## src/hw/rtl/rme_isqrt.sv

```systemverilog
// Pipelined integer square root, one result bit per stage.
module rme_isqrt (
  input  logic        clk,
  input  logic        rst_n,
  input  logic        in_vld,
  input  logic [28:0] in_v,
  output logic        out_vld,
  output logic [14:0] out_root
);
  localparam int N = 15;
  logic [29:0] rem_r  [N+1];
  logic [14:0] root_r [N+1];
  logic        v_r    [N+1];

  always_ff @(posedge clk) begin
    if (!rst_n) v_r[0] <= 1'b0;
    else v_r[0] <= in_vld;
    rem_r[0]  <= {1'b0, in_v};
    root_r[0] <= '0;
  end

  for (genvar i = 0; i < N; i++) begin : g_b
    localparam int B = N - 1 - i;
    logic [29:0] trial;
    assign trial = ({15'd0, root_r[i]} << (B + 1)) | (30'd1 << (2 * B));
    always_ff @(posedge clk) begin
      if (!rst_n) v_r[i+1] <= 1'b0;
      else v_r[i+1] <= v_r[i];
      if (rem_r[i] >= trial) begin
        rem_r[i+1]  <= rem_r[i] - trial;
        root_r[i+1] <= root_r[i] | (15'd1 << B);
      end else begin
        rem_r[i+1]  <= rem_r[i];
        root_r[i+1] <= root_r[i];
      end
    end
  end

  assign out_vld  = v_r[N];
  assign out_root = root_r[N];
endmodule

```

## config.mk

```make
export PLATFORM = sky130hd
export DESIGN_NAME = rme_isqrt
export DESIGN_NICKNAME = d
export VERILOG_FILES = /design/src/hw/rtl/rme_isqrt.sv
export SDC_FILE = /design/constraint.sdc
export NUM_CORES = 1
export LEC_CHECK = 0
export ABC_AREA = 1
export BUFFER_PORTS_ARGS = -buffer_cell sky130_fd_sc_hd__buf_2
export CORE_MARGIN = 2
export CORE_UTILIZATION = 25
export CTS_BUF_LIST = sky130_fd_sc_hd__clkbuf_8
export CTS_CLUSTER_DIAMETER = 40
export DETAILED_ROUTE_END_ITERATION = 7
export GPL_TIMING_DRIVEN = 0
export HOLD_SLACK_MARGIN = 0.12
export SLEW_MARGIN = 20
export SYNTH_ARGS = -nofsm -noshare
export SYNTH_HDL_FRONTEND = slang
export SYNTH_SLANG_ARGS = --single-unit
export TNS_END_PERCENT = 5
```

## constraint.sdc

```tcl
create_clock -name clk -period 2.45 [get_ports clk]
set_input_delay 0.6125 -clock clk [delete_from_list [all_inputs] [get_ports clk]]
set_output_delay 0.6125 -clock clk [all_outputs]
set_load 0.02 [all_outputs]
```

After elaboration in Yosys (flattened, before gate mapping)
Memories as Yosys holds them, arrays and structs flattened.
Index checks and enable logic that the tools add are counted.
- logic and storage cells: 172
- memories kept: 3
- output and inout port bits: 16
- bits of input ports: 32
- RAM bits: 736
- bits in registers: 0
- bitwise operators: 46
- muxes and demuxes: 93
- order comparisons: 15
- add/sub/neg operators: 15
- memories (memory ; depth ; bits a word ; read ports ; clocked after Yosys merged registers in ; write ports ; line ; text):
    rem_r ; 16 ; 30 ; 15 ; 0 ; 16 ; 11 ; logic [29:0] rem_r [N+1];
    root_r ; 16 ; 15 ; 16 ; 0 ; 16 ; 12 ; logic [14:0] root_r [N+1];
    v_r ; 16 ; 1 ; 16 ; 0 ; 16 ; 13 ; logic v_r [N+1];
- operators with widths (cell ; number):
    30-bit two-way mux ; 15
    15-bit two-way mux ; 15
    1-bit two-way mux ; 63
    1-bit bitwise OR ; 46
    30-bit by 16-bit >= comparator with 1-bit output ; 1
    30-bit by 17-bit >= comparator with 1-bit output ; 1
    30-bit by 18-bit >= comparator with 1-bit output ; 1
    30-bit by 19-bit >= comparator with 1-bit output ; 1
    30-bit by 20-bit >= comparator with 1-bit output ; 1
    30-bit by 21-bit >= comparator with 1-bit output ; 1
    30-bit by 22-bit >= comparator with 1-bit output ; 1
    30-bit by 23-bit >= comparator with 1-bit output ; 1
    30-bit by 24-bit >= comparator with 1-bit output ; 1
    30-bit by 25-bit >= comparator with 1-bit output ; 1
    30-bit by 26-bit >= comparator with 1-bit output ; 1
    30-bit by 27-bit >= comparator with 1-bit output ; 1
    30-bit by 28-bit >= comparator with 1-bit output ; 1
    30-bit by 29-bit >= comparator with 1-bit output ; 1
    30-bit >= comparator ; 1
    30-bit by 16-bit subtractor with 30-bit output ; 1
    30-bit by 17-bit subtractor with 30-bit output ; 1
    30-bit by 18-bit subtractor with 30-bit output ; 1
    30-bit by 19-bit subtractor with 30-bit output ; 1
    30-bit by 20-bit subtractor with 30-bit output ; 1
    10 further kinds ; 10

Logic depth before layout (Yosys ltp)
An unclocked memory read counts as a cell.
- word-level depth: 5
- gate-level depth with buffers: 14

Worst setup path after synthesis
No wires, ideal clock.
- kind: reg-to-reg
- from: memory root_r[6][10] (netlist: root_r[0][100])
- to: memory rem_r[7][19] (netlist: rem_r[0][229])
- cell stages (with the launch flop): 10
- path buffers: 1
- period minus slack after synthesis: 1.708 ns
- library setup time: 0.118 ns
- slack: 0.742 ns
- arrival time: 1.590 ns
- cell sequence: dfxtp_1 -> inv_1 -> ha_1 -> a21oi_1 -> o21ai_2 -> a21oi_2 -> nand3_4 -> inv_2 -> buf_6 -> o21ai_1
- RTL lines (item ; line):
    from (decl) ; 12
    to (decl) ; 11

==> metrics.md <==
| Metric | Value |
|---|---|
| First-pass detailed-route iteration total | 5 |
| Final period util | 94.7% |
| Placed cells | 4709 |
| Root Driver | clkbuf_8 |
| Routability congestion estimate | 0.951 |
| F_max | 431 MHz |
| Die height | 322 um |
| Largest family of logic cells by synthesized area | simple AND/OR/NAND/NOR gates |
| Sequential Area | 11700 um2 |
| Synth warn | 0 |
| Worst-path cell chain | inv_2, ha_1, inv_1, nand3_1, nand3_1, nand2_1, nand2_1, nand2_1, nand3_4, inv_4, buf_6, a21oi_2 |
| Largest net degree at the start of global routing | 18 |
| Sequential-to-total area share from yosys stat | 46.5% |
| Syn_area_per_cell | 7.49 um2 |
| Detail Route Antenna Nets | 0 |
| Synth top area share | 46.5% |
| Setup_tns | 0 ns |
| Crit end category | register |
| Synth top cells by count | nand2_1 (1039), dfxtp_1 (585), inv_1 (514), nor2_1 (353), nand3_1 (176) |
| DR vias | 20400 |
| Worst setup SP type | register |
| TritonCTS clock tree | done |
| Worst Hold Class | reg2reg |
| Fin nets | 3709 |
| Core Area | 100000 um2 |
| Clock share of power | 27.2% |
| FILL cells | 10800 |
| Endpoints failing setup | 0 |
| Count of input and output buffers | 46 |
| Share of power burned in combinational logic | 33.6% |
| CTS Buffer Depth | 3 |
| Die X | 322 um |
| Least-Margin Pin Slew | 0.705 ns |
| Switching Share | 37.9% |
| DRC Markers | 0 |
| CP max FO | 10 |
| Via-to-Cell Ratio | 4.14 |
| Vias in the first global route | 20000 |
| Post-synth ARST share | 0% |
| Pwr/cell area | 1150 nW/um2 |
| Yosys reg bits | 585 |
| Most frequent cell on the critical path | nand2_1 |
| Unrepaired setup endpoints after global routing | no |
| First-pass GRT wire length | 98400 um |
| Detail Placement HPWL | 48600 um |
| Mapped Area | 25200 um2 |
| Adder-cell area share of the yosys netlist | 6.50% |
| Fin crit period | 2.32 ns |
| Post-synth EDFFs | 0 |
| Leakage | 15.0 nW |
| Layout cell share with drive strength beyond 1 | 9.37% |
| Area growth syn-to-layout | 17.3% |
| Initial cell density of the core | 25.2% |
| Post-Synth XOR/XNOR Area | 3.40% |
| Crit path kind | reg2reg |
| Slowest CP cell | dfxtp_1 |
| Gate Count Post-Synth | 3364 |
| Total GRT Usage | 11.8% |
| Minimum hold slack | 0.292 ns |
| WL/cell | 12.3 um |
| Largest cells by area after synthesis | dfxtp_1 (46%), nand2_1 (15%), inv_1 (7.7%) |
| Max-Cap Viols | 0 |
| Antenna violations before repair | 0 |
| Skew-Pair Late Insertion Delay | 0.75 ns |
| Multi-input logic area | 11300 um2 |
| Hold Vio Cnt, Final | 0 |
| Max IR drop VDD | 530 uV |
| Delay-heaviest family, CP | simple AND/OR/NAND/NOR gates |
| Worst Skew | 0.0610 ns |
| Yosys cell types | 47 |
| Post-synthesis compound-gate area fraction | 5.33% |
| Fin cells | 4918 |
| Top flip-flop cell by instance count after synthesis | dfxtp_1 |
| Post-Route WL | 60400 um |
| DIE AREA | 103000 um2 |
| Reg clk slew, reported paths | 0.06 ns |
| Rows | 116 |
| CTS H-tree lvls | 3 |
| Initial drt markers | 1018 |
| Slew HR | 52.5% |
| Status | finished, final reports clean |
| CTS buffer count | 102 |
| Io pins | 48 |
| Seq pwr share | 39.2% |
| Grt ovf | 0 |
| Most numerous cell in the Yosys netlist | nand2_1 |
| CP max stage delay | 0.49 ns |
| CP Data Required Time | 3.09 ns |
| Multiplexer area fraction after synthesis | 0% |
| Cell taking the most area after synthesis | dfxtp_1 |
| Final Max Tran Viols | 0 |
| Worst EP arrival | 2.96 ns |
| P_int | 21.1 mW |
| CP Buf/Inv Count | 4 |
| Sink Count | 585 |
| Net load switching power | 12.9 mW |
| Post-synthesis simple-gate area fraction | 29.4% |
power by group through the flow:
stage	Clock (mW)	Sequential, mW	Combinational, mW
finish	9.24	13.3	11.4
global route	10.0	13.6	13.2
CTS	9.56	13.4	11.4
detailed placement	0	13.6	11.3
global placement	0	13.5	11.3
floorplan	0	12.8	8.95
flip-flops by register name (all words and copies together), names as in the netlist:
name	count
v_r	16
root_r	120
rem_r	449
cells in the final DEF, fill, tap and decap left out, types with 3 or more instances in the layout:
| cell type | count |
|---|---|
| clkbuf_1 | 3 |
| nor3b_1 | 3 |
| inv_2 | 18 |
| inv_6 | 4 |
| xor2_1 | 62 |
| o21ai_2 | 7 |
| buf_2 | 49 |
| nor3_1 | 22 |
| nand3b_1 | 34 |
| nor2_4 | 4 |
| nor4_1 | 8 |
| inv_1 | 537 |
| clkinv_2 | 8 |
| clkinvlp_4 | 4 |
| o21ai_1 | 35 |
| nand2_1 | 1039 |
| nor2_2 | 13 |
| xnor2_1 | 36 |
| o21ai_0 | 36 |
| buf_4 | 7 |
| inv_16 | 3 |
| bufinv_16 | 5 |
| nand3_2 | 3 |
| nand4_1 | 56 |
| and2_1 | 9 |
| dlygate4sd3_1 | 31 |
| a21oi_2 | 31 |
| dfxtp_1 | 585 |
| clkinv_4 | 3 |
| nand2_2 | 13 |
| o211ai_1 | 8 |
| nand3_1 | 176 |
| a21o_1 | 6 |
| buf_6 | 14 |
| a21boi_0 | 5 |
| or2_2 | 16 |
| clkbuf_8 | 124 |
| a21oi_1 | 94 |
| ha_1 | 131 |
| nor2_1 | 353 |
through the flow:
| stage | util [%] | total power, mW | setup slack, ns | cell area [um2] |
|---|---|---|---|---|
| 5_1_grt | 29.6 | 36.8 | 0.0331 | 29600 |
| 4_1_cts | 29.6 | 34.4 | 0.194 | 29600 |
| 3_5_place_dp | 27.1 | 24.9 | 0.158 | 27100 |
| 2_1_floorplan | - | 21.8 | 0.742 | 25200 |
| 6_report | 29.6 | 34.0 | 0.131 | 29600 |
| 3_3_place_gp | 27.1 | 24.8 | 0.152 | 27100 |
path summary, 6_finish.rpt:
path	from	to	slack, ns	depth (start not counted)
worst min-delay path	root_r[1][91]$_DFF_P_	root_r[1][106]$_DFF_P_	0.29	0
worst max register to register	rem_r[1][96]$_DFF_P_	rem_r[1][145]$_DFF_P_	0.13	12
worst max-delay path	rem_r[1][96]$_DFF_P_	rem_r[1][145]$_DFF_P_	0.13	12
worst min register to register	root_r[1][91]$_DFF_P_	root_r[1][106]$_DFF_P_	0.29	0
per-layer routing:
metal  vias up  wire length [um]  track usage (%)
met3       138              2670             2.06
met1      9021             26600             13.9
met2       387             29100             21.1
li1      10800                 -                -
met4         0              1990             4.64
met5         -                 0                0
layout make-up:
| cell class | instances | share of cell area (%) |
|---|---|---|
| plain buffers | 27 | 0.800 |
| clock inverters | 53 | 1.60 |
| inverters | 535 | 6.81 |
| flip-flops and latches | 585 | 39.6 |
| repair buffers | 77 | 1.83 |
| multi-input cells | 2218 | 38.1 |
| clock buffers | 124 | 5.77 |
| well taps | 1298 | 5.49 |
| diodes | 1 | 0.00847 |
cell families after synthesis:
logic type | after synthesis
flip-flops | 585
XOR/XNOR | 98
adder cells (fa/ha/maj) | 131
other | 1
AND/OR/NAND/NOR | 1759
buffers and inverters | 562
AO/OA/AOI/OAI | 228
timing repair:
action	CTS	global route
endpoints found under the hold margin	36	0
setup buffers	0	0
hold buffers	31	0
resized for setup	0	0
Note: power is estimated with default switching activity, not from simulation.
