## src/hw/rtl/rme_pkg.sv

```systemverilog
// Package: payload types and constants for the rotation-matrix-to-Euler core.
package rme_pkg;

  localparam int ONE_Q14 = 16384;
  localparam int ANG_W = 16;
  localparam int TBL_LEN = 16;

  typedef struct packed {
    logic signed [15:0] m00;
    logic signed [15:0] m01;
    logic signed [15:0] m02;
    logic signed [15:0] m10;
    logic signed [15:0] m11;
    logic signed [15:0] m12;
    logic signed [15:0] m22;
  } in_t;

  typedef struct packed {
    logic signed [15:0] angle_x;
    logic signed [15:0] angle_y;
    logic signed [15:0] angle_z;
    logic               gimbal_locked;
  } out_t;

  function automatic logic [15:0] atan_tbl(input logic [4:0] i);
    logic [15:0] r;
    case (i)
      5'd0:  r = 16'd8192;
      5'd1:  r = 16'd4836;
      5'd2:  r = 16'd2555;
      5'd3:  r = 16'd1297;
      5'd4:  r = 16'd651;
      5'd5:  r = 16'd326;
      5'd6:  r = 16'd163;
      5'd7:  r = 16'd81;
      5'd8:  r = 16'd41;
      5'd9:  r = 16'd20;
      5'd10: r = 16'd10;
      5'd11: r = 16'd5;
      5'd12: r = 16'd3;
      5'd13: r = 16'd1;
      5'd14: r = 16'd1;
      default: r = 16'd0;
    endcase
    return r;
  endfunction

endpackage

```

## src/hw/rtl/rme_cordic.sv

```systemverilog
// Pipelined vectoring CORDIC atan2, one stage per iteration.
module rme_cordic #(
  parameter int STAGES = 16
) (
  input  logic               clk,
  input  logic               rst_n,
  input  logic               in_vld,
  input  logic signed [16:0] in_y,
  input  logic signed [16:0] in_x,
  output logic               out_vld,
  output logic [15:0]        out_ang
);
  // 17-bit operand * 4096 -> 29 bits; growth by 1.65 plus sign -> 32 bits
  localparam int W = 32;

  logic signed [W-1:0] x_r [STAGES+1];
  logic signed [W-1:0] y_r [STAGES+1];
  logic [15:0]         a_r [STAGES+1];
  logic                z_r [STAGES+1];
  logic                v_r [STAGES+1];

  logic signed [W-1:0] x0_nxt, y0_nxt;
  always_comb begin
    x0_nxt = W'(in_x) <<< 12;
    y0_nxt = W'(in_y) <<< 12;
    if (in_x < 0) begin
      x0_nxt = -x0_nxt;
      y0_nxt = -y0_nxt;
    end
  end

  always_ff @(posedge clk) begin
    if (!rst_n) begin
      v_r[0] <= 1'b0;
    end else begin
      v_r[0] <= in_vld;
    end
    x_r[0] <= x0_nxt;
    y_r[0] <= y0_nxt;
    a_r[0] <= (in_x < 0) ? 16'h8000 : 16'h0000;
    z_r[0] <= (in_x == 0) && (in_y == 0);
  end

  for (genvar i = 0; i < STAGES; i++) begin : g_st
    logic [15:0] t;
    assign t = (i < rme_pkg::TBL_LEN) ? rme_pkg::atan_tbl(5'(i)) : 16'd0;
    always_ff @(posedge clk) begin
      if (!rst_n) begin
        v_r[i+1] <= 1'b0;
      end else begin
        v_r[i+1] <= v_r[i];
      end
      if (y_r[i] >= 0) begin
        x_r[i+1] <= x_r[i] + (y_r[i] >>> i);
        y_r[i+1] <= y_r[i] - (x_r[i] >>> i);
        a_r[i+1] <= a_r[i] + t;
      end else begin
        x_r[i+1] <= x_r[i] - (y_r[i] >>> i);
        y_r[i+1] <= y_r[i] + (x_r[i] >>> i);
        a_r[i+1] <= a_r[i] - t;
      end
      z_r[i+1] <= z_r[i];
    end
  end

  assign out_vld = v_r[STAGES];
  assign out_ang = z_r[STAGES] ? 16'd0 : a_r[STAGES];
endmodule

```

## config.mk

```make
export PLATFORM = sky130hd
export DESIGN_NAME = rme_cordic
export DESIGN_NICKNAME = d
export VERILOG_FILES = /design/src/hw/rtl/rme_pkg.sv /design/src/hw/rtl/rme_cordic.sv
export SDC_FILE = /design/constraint.sdc
export NUM_CORES = 2
export LEC_CHECK = 0
export BUFFER_PORTS_ARGS = -buffer_cell sky130_fd_sc_hd__buf_2
export CORE_MARGIN = 2
export CORE_UTILIZATION = 35
export DETAILED_ROUTE_END_ITERATION = 10
export SETUP_SLACK_MARGIN = 0.02
export SLEW_MARGIN = 10
export SYNTH_ARGS = -nofsm -noshare
export SYNTH_HDL_FRONTEND = slang
export SYNTH_SLANG_ARGS = --single-unit
```

## constraint.sdc

```tcl
create_clock -name clk -period 9.3 [get_ports clk]
set_input_delay 1.86 -clock clk [delete_from_list [all_inputs] [get_ports clk]]
set_output_delay 1.86 -clock clk [all_outputs]
set_load 0.02 [all_outputs]
```

Word level (Yosys, flattened, before mapping):

Memory sizes are Yosys's and may differ from the RTL's.
Index checks and enable logic that the tools add are counted.

* output and inout port bits: 17
* input port bits: 37
* register bits after elaboration: 0
* bits in latches: 0
* memory bits (writable): 1394
* logic and storage cells: 304
* memories: 5
* bits in read-only memories: 0

* muxes and demuxes: 119
* shift-type cells: 0
* multiply operators: 0
* divide/modulo/power cells: 0
* reductions and logical operators: 3
* add/sub/neg operators: 95
* equal/unequal tests: 0
* bitwise logic cells: 65
* order comparisons: 17

Memories
* x_r: words 17, width 32, read ports 16, clocked after memory_dff 0, wr ports 17, RTL line rme_cordic.sv:16 `logic signed [W-1:0] x_r [STAGES+1];`
* y_r: words 17, width 32, read ports 16, clocked after memory_dff 0, wr ports 17, RTL line rme_cordic.sv:17 `logic signed [W-1:0] y_r [STAGES+1];`
* a_r: words 17, width 16, read ports 17, clocked after memory_dff 0, wr ports 17, RTL line rme_cordic.sv:18 `logic [15:0] a_r [STAGES+1];`
* v_r: words 17, width 1, read ports 17, clocked after memory_dff 0, wr ports 17, RTL line rme_cordic.sv:20 `logic v_r [STAGES+1];`
* z_r: words 17, width 1, read ports 17, clocked after memory_dff 0, wr ports 17, RTL line rme_cordic.sv:19 `logic z_r [STAGES+1];`

Operator list (number)
* two-way mux 32 bit: 34
* greater-or-equal comparator 32 x 1 -> 1 bit, second input constant: 16
* two-way mux 16 bit: 18
* two-way mux 1 bit: 67
* bitwise OR 1 bit: 65
* adder 32 x 17 -> 32 bit: 2
* adder 32 x 18 -> 32 bit: 2
* adder 32 x 19 -> 32 bit: 2
* adder 32 x 20 -> 32 bit: 2
* adder 32 x 21 -> 32 bit: 2
* adder 32 x 22 -> 32 bit: 2
* adder 32 x 23 -> 32 bit: 2
* adder 32 x 24 -> 32 bit: 2
* adder 32 x 25 -> 32 bit: 2
* adder 32 x 26 -> 32 bit: 2
* adder 32 x 27 -> 32 bit: 2
* adder 32 x 28 -> 32 bit: 2
* adder 32 x 29 -> 32 bit: 2
* adder 32 x 30 -> 32 bit: 2
* adder 32 x 31 -> 32 bit: 2
* zero test 32 bit: 2
* negator 29 -> 32 bit: 2
* subtractor 32 x 17 -> 32 bit: 2
* subtractor 32 x 18 -> 32 bit: 2
* other kinds (45): 61

Longest topological paths before layout:

An unclocked memory read counts as a cell.

* depth in word-level cells: 5
* mapped depth: 21
* gate-level depth less buffers: 20

Worst setup path after synthesis:

OpenSTA, ideal clock, no wires.

* kind: reg2reg
* start point: mem x_r[5][14]
* end point: mem y_r[6][29]
* library setup time: 72 ps
* slack: 4894 ps
* arrival time: 4334 ps
* required time: 9228 ps
* path buffers: 0
* stages on the path, launching flop included: 15
* period minus slack after synthesis: 4406 ps
* cells stage by stage: dfxtp_1 or4_1 or4_1 or4_1 or2_1 o41ai_1 xor2_1 ha_1 nor2b_1 o21a_1 or4_1 a311o_1 a31o_2 a21oi_1 xnor2_1

RTL lines (RTL line)
* start, declared: rme_cordic.sv:16
* end, declared: rme_cordic.sv:17

==> results.md <==
* Number of max-cap violations at 0
* RSZ-0062 raised after global routing: false
* CORE AREA at 217000 µm²
* RR Startpoint: y_r[3][9]
* Row cnt at 171
* Slowest-stage cell, CP: o41ai_1
* Worst path max stage delay at 0.81 ns
* Crit path time final at 5.04 ns
* Gpl congestion at 0.967
* Fin crit share at 54.2%
* Initial Util at between 30% and 40%
* DR DRC count at 0
* Clk_skew at 0.0443 ns
* Synth Flop Type: dfxtp_1
* Root Buffer: clkbuf_16
* DP HPWL at 172000 µm
* Critical path class: reg -> reg
* Instance count on the critical path at 14
* Initial drt markers at 3860
* Mapped cell area at ~76000 µm²
* Crit path buf inv count at 0
* Yosys warning total at 0
* Cts-stage hold buffer count at 0
* Vias in the first global route at about 64000
* Vias/cell at ~5.3
* Max Slew Vio Count at 0
* Mapped Cells at approximately 9000
* CP endpoint kind: register
* Slew of the pin with the lowest slew margin at 1.19 ns
* Rel. slew slack at 20.0%
* Final wirelength at ~210000 µm
* Largest net degree at the start of global routing at 64
* Distinct cells, synth at 88
* Worst Setup SP: y_r[3][9]
* GRT Overall Usage at 18.3%
* Critical Path Start Type: register
* Setup Slack @ Placement at 4.28 ns
* CP arrival at between 5 and 6 ns
* Per-cell routed wire length at 17.2 µm
* Syn avg cell area at 8.39 µm²
* First-pass GRT wire length at 334000 µm
* Worst skew pair latency at 0.78 ns
* Clock tree sinks at just over 1000
* PnR worst setup slack at 4.26 ns
* Ys async rst share at 0%
* FMAX at approximately 0.20 GHz
* Die area at 222000 µm²
* Maximum clock path buffer count at 3
* H-tree levels at 3
* Largest area contributor in the netlist: dfxtp_1
* Grt ovf at 0
* Synthesis-to-layout area growth at 10.4%
* CTS tree: done
* Required @ worst endpoint at 9.98 ns
* Die height at 471 µm
* FF-to-FF path depth at 14
* Post-synth top area share at 26.9%
* DR pass1 iterations at 6
* Post-CTS setup repair buffer count at 0
* Family with the most delay on the worst path: compound AO/OA/AOI/OAI gates
* Port Buffers at 52
* Clk slew on worst S/H paths at 0.06 ns
* Synth Register Bits at 1025
* Top cells by area, synth: dfxtp_1 (27%), ha_1 (16%), xnor2_1 (9.3%)
* Most common cell in the netlist: dfxtp_1
* Register area share after synthesis at 26.9%
* CTS Buf Count at 120
* Via count at 64900
* Setup TNS at 0 ns
* Die width at 471 µm
* Status: completed
* Layout cells sized above 1 at 4.04%
* Hold crit path type: reg -> reg
* Initial antenna violation count at 6
* Max FO, Critical Path at 11
* Fill cell instance count of the final layout at 21900
* Antenna Violating Nets Remaining at 0
* Fin util at between 30% and 40%
* Hold Path Cell Cnt at 0
* Nets at 10200
* Final setup viols at 0
* Final hold violations at 0
* Most frequent cells after synthesis: dfxtp_1 (1025), ha_1 (972), xnor2_1 (806)
* Hold path startpoint: z_r[0][5]
* Critical-path cell list: or4_1 -> or4_1 -> o31ai_1 -> xor2_1 -> ha_1 -> nand2_1 -> a311oi_1 -> o41ai_1 -> a21oi_1 -> o41ai_1 -> o211a_1 -> o21bai_1 -> a21oi_1 -> xnor2_1
* Post-CTS sizing at 0
* I/O pin cnt at 54
* Fin Hold WS at 0.324 ns
* EDFF count, synth at 0
[flip-flops by register name, summed over array words and instances, names as in the netlist]
signal,count
x_r,380
z_r,17
y_r,395
v_r,17
a_r,216
[routing by layer]
| metal | GRT usage, % | routed length [µm] |
|---|---|---|
| met1 | 20.0 | 84800 |
| met2 | 34.2 | 106000 |
| met3 | 1.94 | 6020 |
| met4 | 10.3 | 12700 |
| met5 | 0 | 0 |
[path summary, 6_finish.rpt]
path | slack [ns] | endpoint
min | 0.32 | z_r[0][6]
min reg2reg | 0.32 | z_r[0][6]
max reg2reg | 4.26 | y_r[4][30]
max | 4.26 | y_r[4][30]
[layout by cell type, fill, tap and decap left out, types with 198 or more instances in the layout]
cell type	netlist	final
a21oi_1	665	665
a21o_1	280	280
ha_1	972	972
dfxtp_1	1025	1014
nor3_1	234	234
xor2_1	433	433
o21ai_0	537	537
nand2_1	578	578
nor2_1	733	733
inv_1	432	432
nand3_1	198	198
xnor2_1	806	806
[layout make-up]
| type | instances | area, µm² | area share, % |
|---|---|---|---|
| Timing Repair Buffer | 73 | 418 | 0.496 |
| Sequential cell | 1025 | 20500 | 24.4 |
| Antenna cell | 5 | 12.5 | 0.0149 |
| Clock buffer | 153 | 3380 | 4.01 |
| Inverter | 438 | 1640 | 1.95 |
| Clock inverter | 76 | 921 | 1.09 |
| Multi-Input combinational cell | 7535 | 53700 | 63.8 |
| Tap cell | 2854 | 3570 | 4.24 |
[through the flow]
step / std cells / area [µm²]
5_1_grt: 12200 / 84200
3_5_place_dp: 11900 / 79900
6_report: 12200 / 84200
3_3_place_gp: 11900 / 79900
4_1_cts: 12200 / 84200
2_1_floorplan: 9160 / 76500
[worst reg2reg max path, cell delays in order (launching register included)]
cell and delay (ns):
dfxtp_1 0.43, or4_1 0.62, or4_1 0.50, o31ai_1 0.27, xor2_1 0.18, ha_1 0.31
nand2_1 0.14, a311oi_1 0.07, o41ai_1 0.71, a21oi_1 0.22, o41ai_1 0.81, o211a_1 0.30
o21bai_1 0.08, a21oi_1 0.20, xnor2_1 0.14
[cells by family after synthesis]
logic type      count (synthesis)  share of synthesized area (%)
other cells                     1                        0.00492
flops                        1025                           26.9
compound gates               2550                           21.7
simple gates                 2652                           17.1
fa+ha+maj                    1004                           16.8
mux                            20                          0.271
xor+xnor                     1239                           14.2
buf+inv                       600                           2.96
Power is not shown: default switching activity piles up to over one toggle a cycle in this logic, so the estimate is an artifact.
